**config.mk**
```make
export PLATFORM = sky130hd
export DESIGN_NAME = bank_page_allocator
export DESIGN_NICKNAME = d
export VERILOG_FILES = /design/src/rtl/core/bpa_pkg.sv /design/src/rtl/core/bpa_stack_ram.sv /design/src/rtl/core/bank_page_allocator.sv
export SDC_FILE = /design/constraint.sdc
export NUM_CORES = 1
export LEC_CHECK = 0
export ABC_AREA = 1
export BUFFER_PORTS_ARGS = -buffer_cell sky130_fd_sc_hd__buf_4
export CAP_MARGIN = 20
export CORE_MARGIN = 2
export CORE_UTILIZATION = 30
export CTS_BUF_LIST = sky130_fd_sc_hd__clkbuf_4 sky130_fd_sc_hd__clkbuf_8
export DETAILED_ROUTE_END_ITERATION = 6
export PLACE_DENSITY_LB_ADDON = 0.25
export SLEW_MARGIN = 20
export SYNTH_ARGS = -nofsm -noshare
export SYNTH_HDL_FRONTEND = slang
export SYNTH_SLANG_ARGS = --single-unit
```
**constraint.sdc**
```tcl
create_clock -name clk_i -period 7.9 [get_ports clk_i]
set_input_delay 0.395 -clock clk_i [delete_from_list [all_inputs] [get_ports clk_i]]
set_output_delay 0.395 -clock clk_i [all_outputs]
set_load 0.02 [all_outputs]
```
**src/rtl/core/bpa_pkg.sv**
```systemverilog
// Shared types, constants and helpers for the bank page allocator.
// No dependencies; every file of the block imports this package.
package bpa_pkg;

  localparam int unsigned StackDepth = 64;
  localparam int unsigned MapSlots   = 4;
  localparam int unsigned BankShift  = 14;
  localparam int unsigned AddrW      = $clog2(StackDepth);
  localparam int unsigned CntW       = 7;

  localparam logic [7:0] NoPage = 8'hff;

  typedef logic [AddrW-1:0] stack_addr_t;
  typedef logic [CntW-1:0]  stack_cnt_t;
  typedef logic [7:0]       page_t;

  localparam logic [1:0] CmdAdd    = 2'd0;
  localparam logic [1:0] CmdAlloc  = 2'd1;
  localparam logic [1:0] CmdFree   = 2'd2;
  localparam logic [1:0] CmdResize = 2'd3;

  typedef enum logic [1:0] {
    StatusOk       = 2'd0,
    StatusOom      = 2'd1,
    StatusOverflow = 2'd2
  } status_e;

  typedef struct packed {
    logic [1:0]  command;
    logic [7:0]  page_number;
    logic [15:0] size_top;
    logic [15:0] old_top;
    logic [7:0]  map_in_0;
    logic [7:0]  map_in_1;
    logic [7:0]  map_in_2;
    logic [7:0]  map_in_3;
  } bpa_in_t;

  typedef struct packed {
    status_e     status;
    logic [7:0]  map_out_0;
    logic [7:0]  map_out_1;
    logic [7:0]  map_out_2;
    logic [7:0]  map_out_3;
    logic [6:0]  free_pages;
    logic [11:0] used_kb;
  } bpa_out_t;

  // Number of 16K banks covering a top address: 1 to 4.
  function automatic logic [2:0] pages_for(input logic [15:0] top);
    logic [15:0] t;
    t = (top != 16'd0) ? top - 16'd1 : 16'd0;
    return 3'(t >> BankShift) + 3'd1;
  endfunction

  // Slot mask for the half-open slot range [lo, hi).
  function automatic logic [MapSlots-1:0] slot_range(input logic [2:0] lo,
                                                     input logic [2:0] hi);
    logic [MapSlots-1:0] m;
    for (int i = 0; i < MapSlots; i++) begin
      m[i] = (3'(i) >= lo) && (3'(i) < hi);
    end
    return m;
  endfunction

endpackage

```
**src/rtl/core/bpa_stack_ram.sv**
```systemverilog
// Free-page stack storage: one write port, one read port, registered read.
// Depends on bpa_pkg for the depth and address type.
module bpa_stack_ram (
  input  logic                clk_i,
  input  logic                we_i,
  input  bpa_pkg::stack_addr_t waddr_i,
  input  bpa_pkg::page_t      wdata_i,
  input  logic                re_i,
  input  bpa_pkg::stack_addr_t raddr_i,
  output bpa_pkg::page_t      rdata_o
);
  import bpa_pkg::*;

  page_t mem_q [StackDepth];
  page_t rdata_q;

  always_ff @(posedge clk_i) begin
    if (we_i) begin
      mem_q[waddr_i] <= wdata_i;
    end
  end

  always_ff @(posedge clk_i) begin
    if (re_i) begin
      rdata_q <= mem_q[raddr_i];
    end
  end

  assign rdata_o = rdata_q;

endmodule

```
**src/rtl/core/bank_page_allocator.sv**
```systemverilog
// Bank page allocator top level: command decode, slot sequencer, result register.
// Depends on bpa_pkg and bpa_stack_ram.
//
// Keeps a stack of free 16K bank numbers in a 64-entry single-port-pair RAM and
// serves add, allocate, free and resize commands against a four-slot map. Decode
// happens in the transfer cycle, then the sequencer steps through the map slots in
// order (each slot does at most one stack push or pop through the RAM port, a pop's
// data landing in the next cycle), and the fill state applies the repeat-fill and
// loads the result register once the output register is free. A new command is
// taken once the previous one has reached the result register, even while that
// result still waits for its transfer. No clearing pass follows reset: the stack
// is empty. process_memory_kb is to be written by the user through cfg_we_i /
// cfg_wdata_i only while idle; the block itself does not enforce this.
module bank_page_allocator (
  input  logic              clk_i,
  input  logic              rst_ni,
  input  logic              cfg_we_i,
  input  logic [11:0]       cfg_wdata_i,
  input  logic              in_valid_i,
  output logic              in_ready_o,
  input  bpa_pkg::bpa_in_t  in_data_i,
  output logic              out_valid_o,
  input  logic              out_ready_i,
  output bpa_pkg::bpa_out_t out_data_o
);
  import bpa_pkg::*;

  localparam logic [1:0] StIdle = 2'd0;
  localparam logic [1:0] StRun  = 2'd1;
  localparam logic [1:0] StFill = 2'd2;

  logic [1:0]          state_q, state_d;
  logic [1:0]          idx_q;
  logic [MapSlots-1:0] push_mask_q, pop_mask_q;
  page_t               push_val_q [MapSlots];
  page_t               map_q [MapSlots];
  logic [2:0]          fill_q;
  status_e             status_q;
  stack_cnt_t          cnt_q;
  logic                cap_valid_q;
  logic [1:0]          cap_slot_q;
  logic [11:0]         pmk_q;
  logic                out_valid_q;
  bpa_out_t            out_data_q;

  // decode
  page_t               map_in [MapSlots];
  page_t               map_init [MapSlots];
  page_t               push_init [MapSlots];
  logic [MapSlots-1:0] diff, push_mask_d, pop_mask_d;
  logic [2:0]          npush, need, have, want, fill_d;
  status_e             status_d;
  logic [CntW:0]       cnt_ext;
  logic                in_xfer;

  assign in_ready_o = (state_q == StIdle);
  assign in_xfer    = in_valid_i && in_ready_o;
  assign cnt_ext    = {1'b0, cnt_q};

  always_comb begin
    map_in[0] = in_data_i.map_in_0;
    map_in[1] = in_data_i.map_in_1;
    map_in[2] = in_data_i.map_in_2;
    map_in[3] = in_data_i.map_in_3;
    diff[0] = (map_in[0] != NoPage);
    for (int i = 1; i < MapSlots; i++) begin
      diff[i] = (map_in[i] != map_in[i-1]);
    end
    npush = 3'(diff[0]) + 3'(diff[1]) + 3'(diff[2]) + 3'(diff[3]);
    need  = pages_for(in_data_i.size_top);
    want  = need;
    have  = pages_for(in_data_i.old_top);

    map_init    = map_in;
    push_init   = map_in;
    push_mask_d = '0;
    pop_mask_d  = '0;
    fill_d      = 3'd4;
    status_d    = StatusOk;
    unique case (in_data_i.command)
      CmdAdd: begin
        map_init     = '{default: '0};
        push_init[0] = in_data_i.page_number;
        if (cnt_ext >= (CntW+1)'(StackDepth)) begin
          status_d = StatusOverflow;
        end else begin
          push_mask_d = 4'b0001;
        end
      end
      CmdAlloc: begin
        map_init = '{default: '0};
        if ((CntW+1)'(need) > cnt_ext) begin
          status_d = StatusOom;
        end else begin
          pop_mask_d = slot_range(3'd0, need);
          fill_d     = need;
        end
      end
      CmdFree: begin
        if (cnt_ext + (CntW+1)'(npush) > (CntW+1)'(StackDepth)) begin
          status_d = StatusOverflow;
        end else begin
          push_mask_d = diff;
        end
      end
      CmdResize: begin
        if (have > want) begin
          if (cnt_ext + (CntW+1)'(have - want) > (CntW+1)'(StackDepth)) begin
            status_d = StatusOverflow;
          end else begin
            push_mask_d = slot_range(want, have);
            fill_d      = want;
          end
        end else if (want > have) begin
          if ((CntW+1)'(want - have) > cnt_ext) begin
            status_d = StatusOom;
          end else begin
            pop_mask_d = slot_range(have, want);
            fill_d     = want;
          end
        end
      end
      default: ;
    endcase
  end

  // stack port
  logic        mem_we, mem_re;
  page_t       mem_wdata, mem_rdata;
  stack_addr_t mem_waddr, mem_raddr;
  stack_cnt_t  cnt_m1;

  assign cnt_m1    = cnt_q - stack_cnt_t'(1);
  assign mem_we    = (state_q == StRun) && push_mask_q[idx_q];
  assign mem_re    = (state_q == StRun) && pop_mask_q[idx_q];
  assign mem_wdata = push_val_q[idx_q];
  assign mem_waddr = cnt_q[AddrW-1:0];
  assign mem_raddr = cnt_m1[AddrW-1:0];

  bpa_stack_ram u_stack_ram (
    .clk_i   (clk_i),
    .we_i    (mem_we),
    .waddr_i (mem_waddr),
    .wdata_i (mem_wdata),
    .re_i    (mem_re),
    .raddr_i (mem_raddr),
    .rdata_o (mem_rdata)
  );

  // popped data lands in the cycle after the read
  page_t      map_cap [MapSlots];
  page_t      map_fin [MapSlots];
  logic [2:0] fill_m1;
  always_comb begin
    map_cap = map_q;
    if (cap_valid_q) begin
      map_cap[cap_slot_q] = mem_rdata;
    end
    fill_m1 = fill_q - 3'd1;
    for (int i = 0; i < MapSlots; i++) begin
      map_fin[i] = (3'(i) >= fill_q) ? map_cap[fill_m1[1:0]] : map_cap[i];
    end
  end

  logic        out_load;
  logic [10:0] in_free_kb;
  logic [11:0] used_kb;
  assign in_free_kb = {cnt_q, 4'b0000};
  assign used_kb    = (pmk_q > 12'(in_free_kb)) ? pmk_q - 12'(in_free_kb) : 12'd0;
  assign out_load   = (state_q == StFill) && (!out_valid_q || out_ready_i);

  always_comb begin
    state_d = state_q;
    unique case (state_q)
      StIdle:  if (in_xfer) state_d = StRun;
      StRun:   if (idx_q == 2'd3) state_d = StFill;
      StFill:  if (out_load) state_d = StIdle;
      default: state_d = StIdle;
    endcase
  end

  always_ff @(posedge clk_i or negedge rst_ni) begin
    if (!rst_ni) begin
      state_q     <= StIdle;
      idx_q       <= 2'd0;
      cnt_q       <= '0;
      cap_valid_q <= 1'b0;
      pmk_q       <= '0;
      out_valid_q <= 1'b0;
    end else begin
      state_q     <= state_d;
      cap_valid_q <= mem_re;
      if (cfg_we_i) pmk_q <= cfg_wdata_i;
      if (in_xfer) begin
        idx_q <= 2'd0;
      end else if (state_q == StRun) begin
        idx_q <= idx_q + 2'd1;
      end
      if (mem_we) begin
        cnt_q <= cnt_q + stack_cnt_t'(1);
      end else if (mem_re) begin
        cnt_q <= cnt_m1;
      end
      if (out_load) begin
        out_valid_q <= 1'b1;
      end else if (out_ready_i) begin
        out_valid_q <= 1'b0;
      end
    end
  end

  always_ff @(posedge clk_i) begin
    if (in_xfer) begin
      push_mask_q <= push_mask_d;
      pop_mask_q  <= pop_mask_d;
      fill_q      <= fill_d;
      status_q    <= status_d;
      map_q       <= map_init;
      push_val_q  <= push_init;
    end else begin
      map_q <= map_cap;
    end
    if (mem_re) cap_slot_q <= idx_q;
    if (out_load) begin
      out_data_q.status     <= status_q;
      out_data_q.map_out_0  <= map_fin[0];
      out_data_q.map_out_1  <= map_fin[1];
      out_data_q.map_out_2  <= map_fin[2];
      out_data_q.map_out_3  <= map_fin[3];
      out_data_q.free_pages <= cnt_q;
      out_data_q.used_kb    <= used_kb;
    end
  end

  assign out_valid_o = out_valid_q;
  assign out_data_o  = out_data_q;

`ifndef NO_ASSERTIONS
  a_cnt_bound: assert property (@(posedge clk_i) disable iff (!rst_ni)
    cnt_q <= stack_cnt_t'(StackDepth))
    else $error("free stack count above depth");
  a_no_push_full: assert property (@(posedge clk_i) disable iff (!rst_ni)
    mem_we |-> (cnt_q < stack_cnt_t'(StackDepth)))
    else $error("push onto full stack");
  a_no_pop_empty: assert property (@(posedge clk_i) disable iff (!rst_ni)
    mem_re |-> (cnt_q != '0))
    else $error("pop from empty stack");
  a_no_push_pop: assert property (@(posedge clk_i) disable iff (!rst_ni)
    !(mem_we && mem_re))
    else $error("push and pop in one cycle");
  a_accept_runs: assert property (@(posedge clk_i) disable iff (!rst_ni)
    in_xfer |=> (state_q == StRun) && (idx_q == 2'd0))
    else $error("accepted command did not start slot sequence");
`endif

endmodule
```
==> summary.md <==
| Metric | Value |
|---|---|
| Die area | `a little over 100,000 µm²` |
| Critical path capture point type | `flip-flop` |
| FP Rows | `115` |
| Switching Share | `0.435` |
| Critical path buffers and inverters | `2` |
| Pleak | `around 0.012 µW` |
| FMAX | `235 MHz` |
| Initial DRC count | `1,935` |
| CTS buffer count | `115` |
| Worst hold slack | `~62 ps` |
| Main synth FF type | `edfxtp_1` |
| Int Pwr | `8250 µW` |
| Port-buffer cells | `145` |
| Filler Cell Count | `9,740` |
| # H-tree levels | `3` |
| Crit Path Class | `reg -> reg` |
| CP max stage cell | `dfrtp_4` |
| Drt drc | `0` |
| Sequential power share | `0.355` |
| Antenna-violating nets left | `0` |
| Syn Inst Count | `2,655` |
| Max_cap viols | `0` |
| CP max stage delay | `870 ps` |
| Layout cells sized above 1 | `0.135` |
| Vias post-DR | `20,708` |
| Total Routing Usage GR | `0.168` |
| Clock sinks | `about 680` |
| Cells along the critical path | `inv_6, ha_4, buf_12, nor2_1, o21ai_0, o211ai_1, nand3_1, nand3_1, nand3_1, nand2_1` |
| Synthesized Nets | `approximately 2,800` |
| Run status | `finished clean` |
| Flop-to-flop setup slack | `3650 ps` |
| Clk_skew | `around 75 ps` |
| Slew headroom | `0.336` |
| Comb power frac | `0.430` |
| Max VDD drop | `about 0.43 mV` |
| Final setup viols | `0` |
| Clock transition at the registers of the reported paths | `about 60 ps` |
| Sw Pwr | `6340 µW` |
| Startpoint Class | `flip-flop` |
| GRT overflow | `0` |
| Largest net degree at the start of global routing | `approximately 160` |
| Critical Path AT | `about 4700 ps` |
| Vias in the first global route | `20,006` |
| Max-slew violation count | `0` |
| Clk Latency, worst-skew pair | `~760 ps` |
| Post-CTS Setup Bufs | `0` |
| Initial antenna violation count | `1` |
| CP delay by family, top | `buffers and inverters` |
| Yosys warns | `0` |
| CTS max path bufs | `3` |
| Tcrit/Tclk final | `0.539` |
| Unique masters post-synth | `44` |
| Syn avg cell area | `between 10 and 15 µm²` |
| Detailed Route WL | `87,000 µm` |
| Final #Nets | `between 3,000 and 4,000` |
| Core footprint | `98,300 µm²` |
| EDFF count, synth | `620` |
| Asr flop ratio synth | `0.0369` |
| Starting Density | `0.302` |
| Required time of the critical path | `around 8300 ps` |
| IO Pins | `146` |
| Unrepaired setup endpoints after global routing | `false` |
| Placed Area | `32,100 µm²` |
| Power per cell area | `417 nW/µm²` |
| Routability-driven placement congestion ratio | `between 0.8 and 0.9` |
| Most used cell, CP | `nand3_1` |
| Root Buffer | `clkbuf_8` |
| Final instance area | `35,000 µm²` |
| Vias per cell | `4.88` |
| CP Max Fanout | `between 100 and 150` |
| CTS tree | `yes` |
| Final Hold Viols | `0` |
| Routed wire per std cell | `20.5 µm` |
| Synth Register Bits | `677` |
| Final HPWL DP | `52,000 µm` |
| Hold Path Class | `in -> reg` |
| Clock power share | `0.214` |
| Register area share after synthesis | `0.669` |
| Post-Route Setup TNS | `0 ps` |
| Die height | `319 µm` |
| Area growth syn-to-layout | `17.7%` |
| First-pass DRT Iterations | `5` |
| Minimum clock period after layout | `4250 ps` |
| Worst Max-Slew Pin Slew | `993 ps` |
| Global-route wire length before repair | `~130,000 µm` |
| Die width | `roughly 320 µm` |
| Post-Syn Area | `29,700 µm²` |
-- worst min-delay path, stage by stage --
cell     delay, ps
buf_4          120
inv_1          130
o31ai_1         90
-- layout make-up --
type | instances | area [µm²] | share of cell area
sequential | 677 | 19900 | 0.569
antenna | 2 | 5.00 | 0.000143
clock buffer | 166 | 2000 | 0.0571
timing repair buffer | 232 | 1920 | 0.0549
tap | 1287 | 1610 | 0.0461
clock inverter | 49 | 287 | 0.00819
inverter | 121 | 462 | 0.0132
multi-input combinational | 1713 | 8800 | 0.252
-- cells by family after synthesis --
kind of cell / synth area share
adders and majority gates: 0.0242
DFF: 0.669
AOI/OAI and AO/OA: 0.106
buffers and inverters: 0.0390
and+or+nand+nor: 0.147
muxes: 0.00425
xor gates and xnor gates: 0.0100
-- per-layer routing --
layer | part of all wire | routed length (µm) | vias to the layer above | GRT usage
met4 | 0.026 | 2280 | 0 | 0.0539
met1 | 0.45 | 39100 | 10137 | 0.230
met2 | 0.48 | 41500 | 557 | 0.274
li1 | - | - | 9875 | -
met3 | 0.047 | 4130 | 139 | 0.0235
met5 | 0 | 0 | - | 0
-- registers in the layout (all words and copies together) (netlist names), 3 cells and up --
| name | flops |
|---|---|
| out_data_o | 53 |
| push_val_q | 32 |
| fill_q | 3 |
| pop_mask_q | 4 |
| push_mask_q | 4 |
| cnt_q | 7 |
| u_stack_ram.mem_q | 512 |
| pmk_q | 12 |
| map_q | 32 |
| u_stack_ram.rdata_o | 8 |
-- path summary, 6_finish.rpt --
path,start,to,cells past startpoint
setup / recovery,cnt_q[0],u_stack_ram.rdata_o[7],10
hold / removal,in_data_i[26],map_q[26],3
setup reg to reg,cnt_q[0],u_stack_ram.rdata_o[7],10
hold reg to reg,status_q[0],out_data_o[51],0
max in group asynchronous,rst_ni,cnt_q[0],2
min in group asynchronous,rst_ni,idx_q[0],2
-- cell usage in the layout (no fill, tap or decap), types with 3 or more instances in the layout --
cell type      Yosys  final
edfxtp_1         620    620
nor2_1           545    544
o21ai_0          355    355
nand2_1          275    275
nand3_1          207    207
buf_4             15    169
o211ai_1         126    126
clkbuf_8           0    120
inv_1            109    108
dlygate4sd3_1      0     61
clkbuf_4           0     46
ha_1              43     42
dfxtp_1           32     32
a21oi_1           29     29
clkinv_1           1     29
xor2_1            27     27
dfrtp_1           25     24
o21ai_1           14     14
clkinv_2           0     13
o31ai_1           11     11
inv_2             10     10
nor3_1             9      9
fa_1               9      9
nor4_1             8      8
o22ai_4            0      8
mux2i_1            7      7
o221ai_1           5      5
mux2_2             5      5
or2_2              4      4
nand4_1            4      4
o21a_1             3      3
inv_8              0      3
-- Yosys cell counts (4+ instances only) --
cell / instances / area share
edfxtp_1: 620 / 0.63
nor2_1: 545 / 0.069
o21ai_0: 355 / 0.060
nand2_1: 275 / 0.035
nand3_1: 207 / 0.035
o211ai_1: 126 / 0.032
inv_1: 109 / 0.014
clkbuf_1: 58 / 0.0073
buf_2: 54 / 0.0091
ha_1: 43 / 0.018
dfxtp_1: 32 / 0.022
a21oi_1: 29 / 0.0049
xor2_1: 27 / 0.0080
dfrtp_1: 25 / 0.021
buf_4: 15 / 0.0038
o21ai_1: 14 / 0.0024
buf_1: 12 / 0.0015
o31ai_1: 11 / 0.0028
inv_2: 10 / 0.0013
o22ai_1: 10 / 0.0021
fa_1: 9 / 0.0061
nor3_1: 9 / 0.0015
nor4_1: 8 / 0.0017
mux2i_1: 7 / 0.0024
buf_6: 5 / 0.0019
mux2_2: 5 / 0.0019
o221ai_1: 5 / 0.0015
nand4_1: 4 / 0.00084
or2_2: 4 / 0.00084
-- what timing repair did --
item	in CTS	in global routing
gates resized for setup	0	0
hold buffers	61	0
hold endpoints to repair	92	0
-- power by group through the flow --
stage	combinational [µW]	clock [µW]	sequential [µW]
floorplan	3960	0	5190
global placement	6270	0	5250
detailed placement	6270	0	5250
CTS	6320	3210	5180
global route	6940	3350	5210
finish	6280	3130	5180
-- per-stage QoR --
stage	utilization	total power [µW]	worst slack, ps	cells
after floorplan	-	9150	4020	2655
after global placement	0.326	11500	3540	3969
after detailed placement	0.326	11500	3480	3969
after CTS	0.356	14700	3670	4245
after global routing	0.356	15500	3330	4246
final	0.356	14600	3650	4247
(Power assumes the default switching activity.)
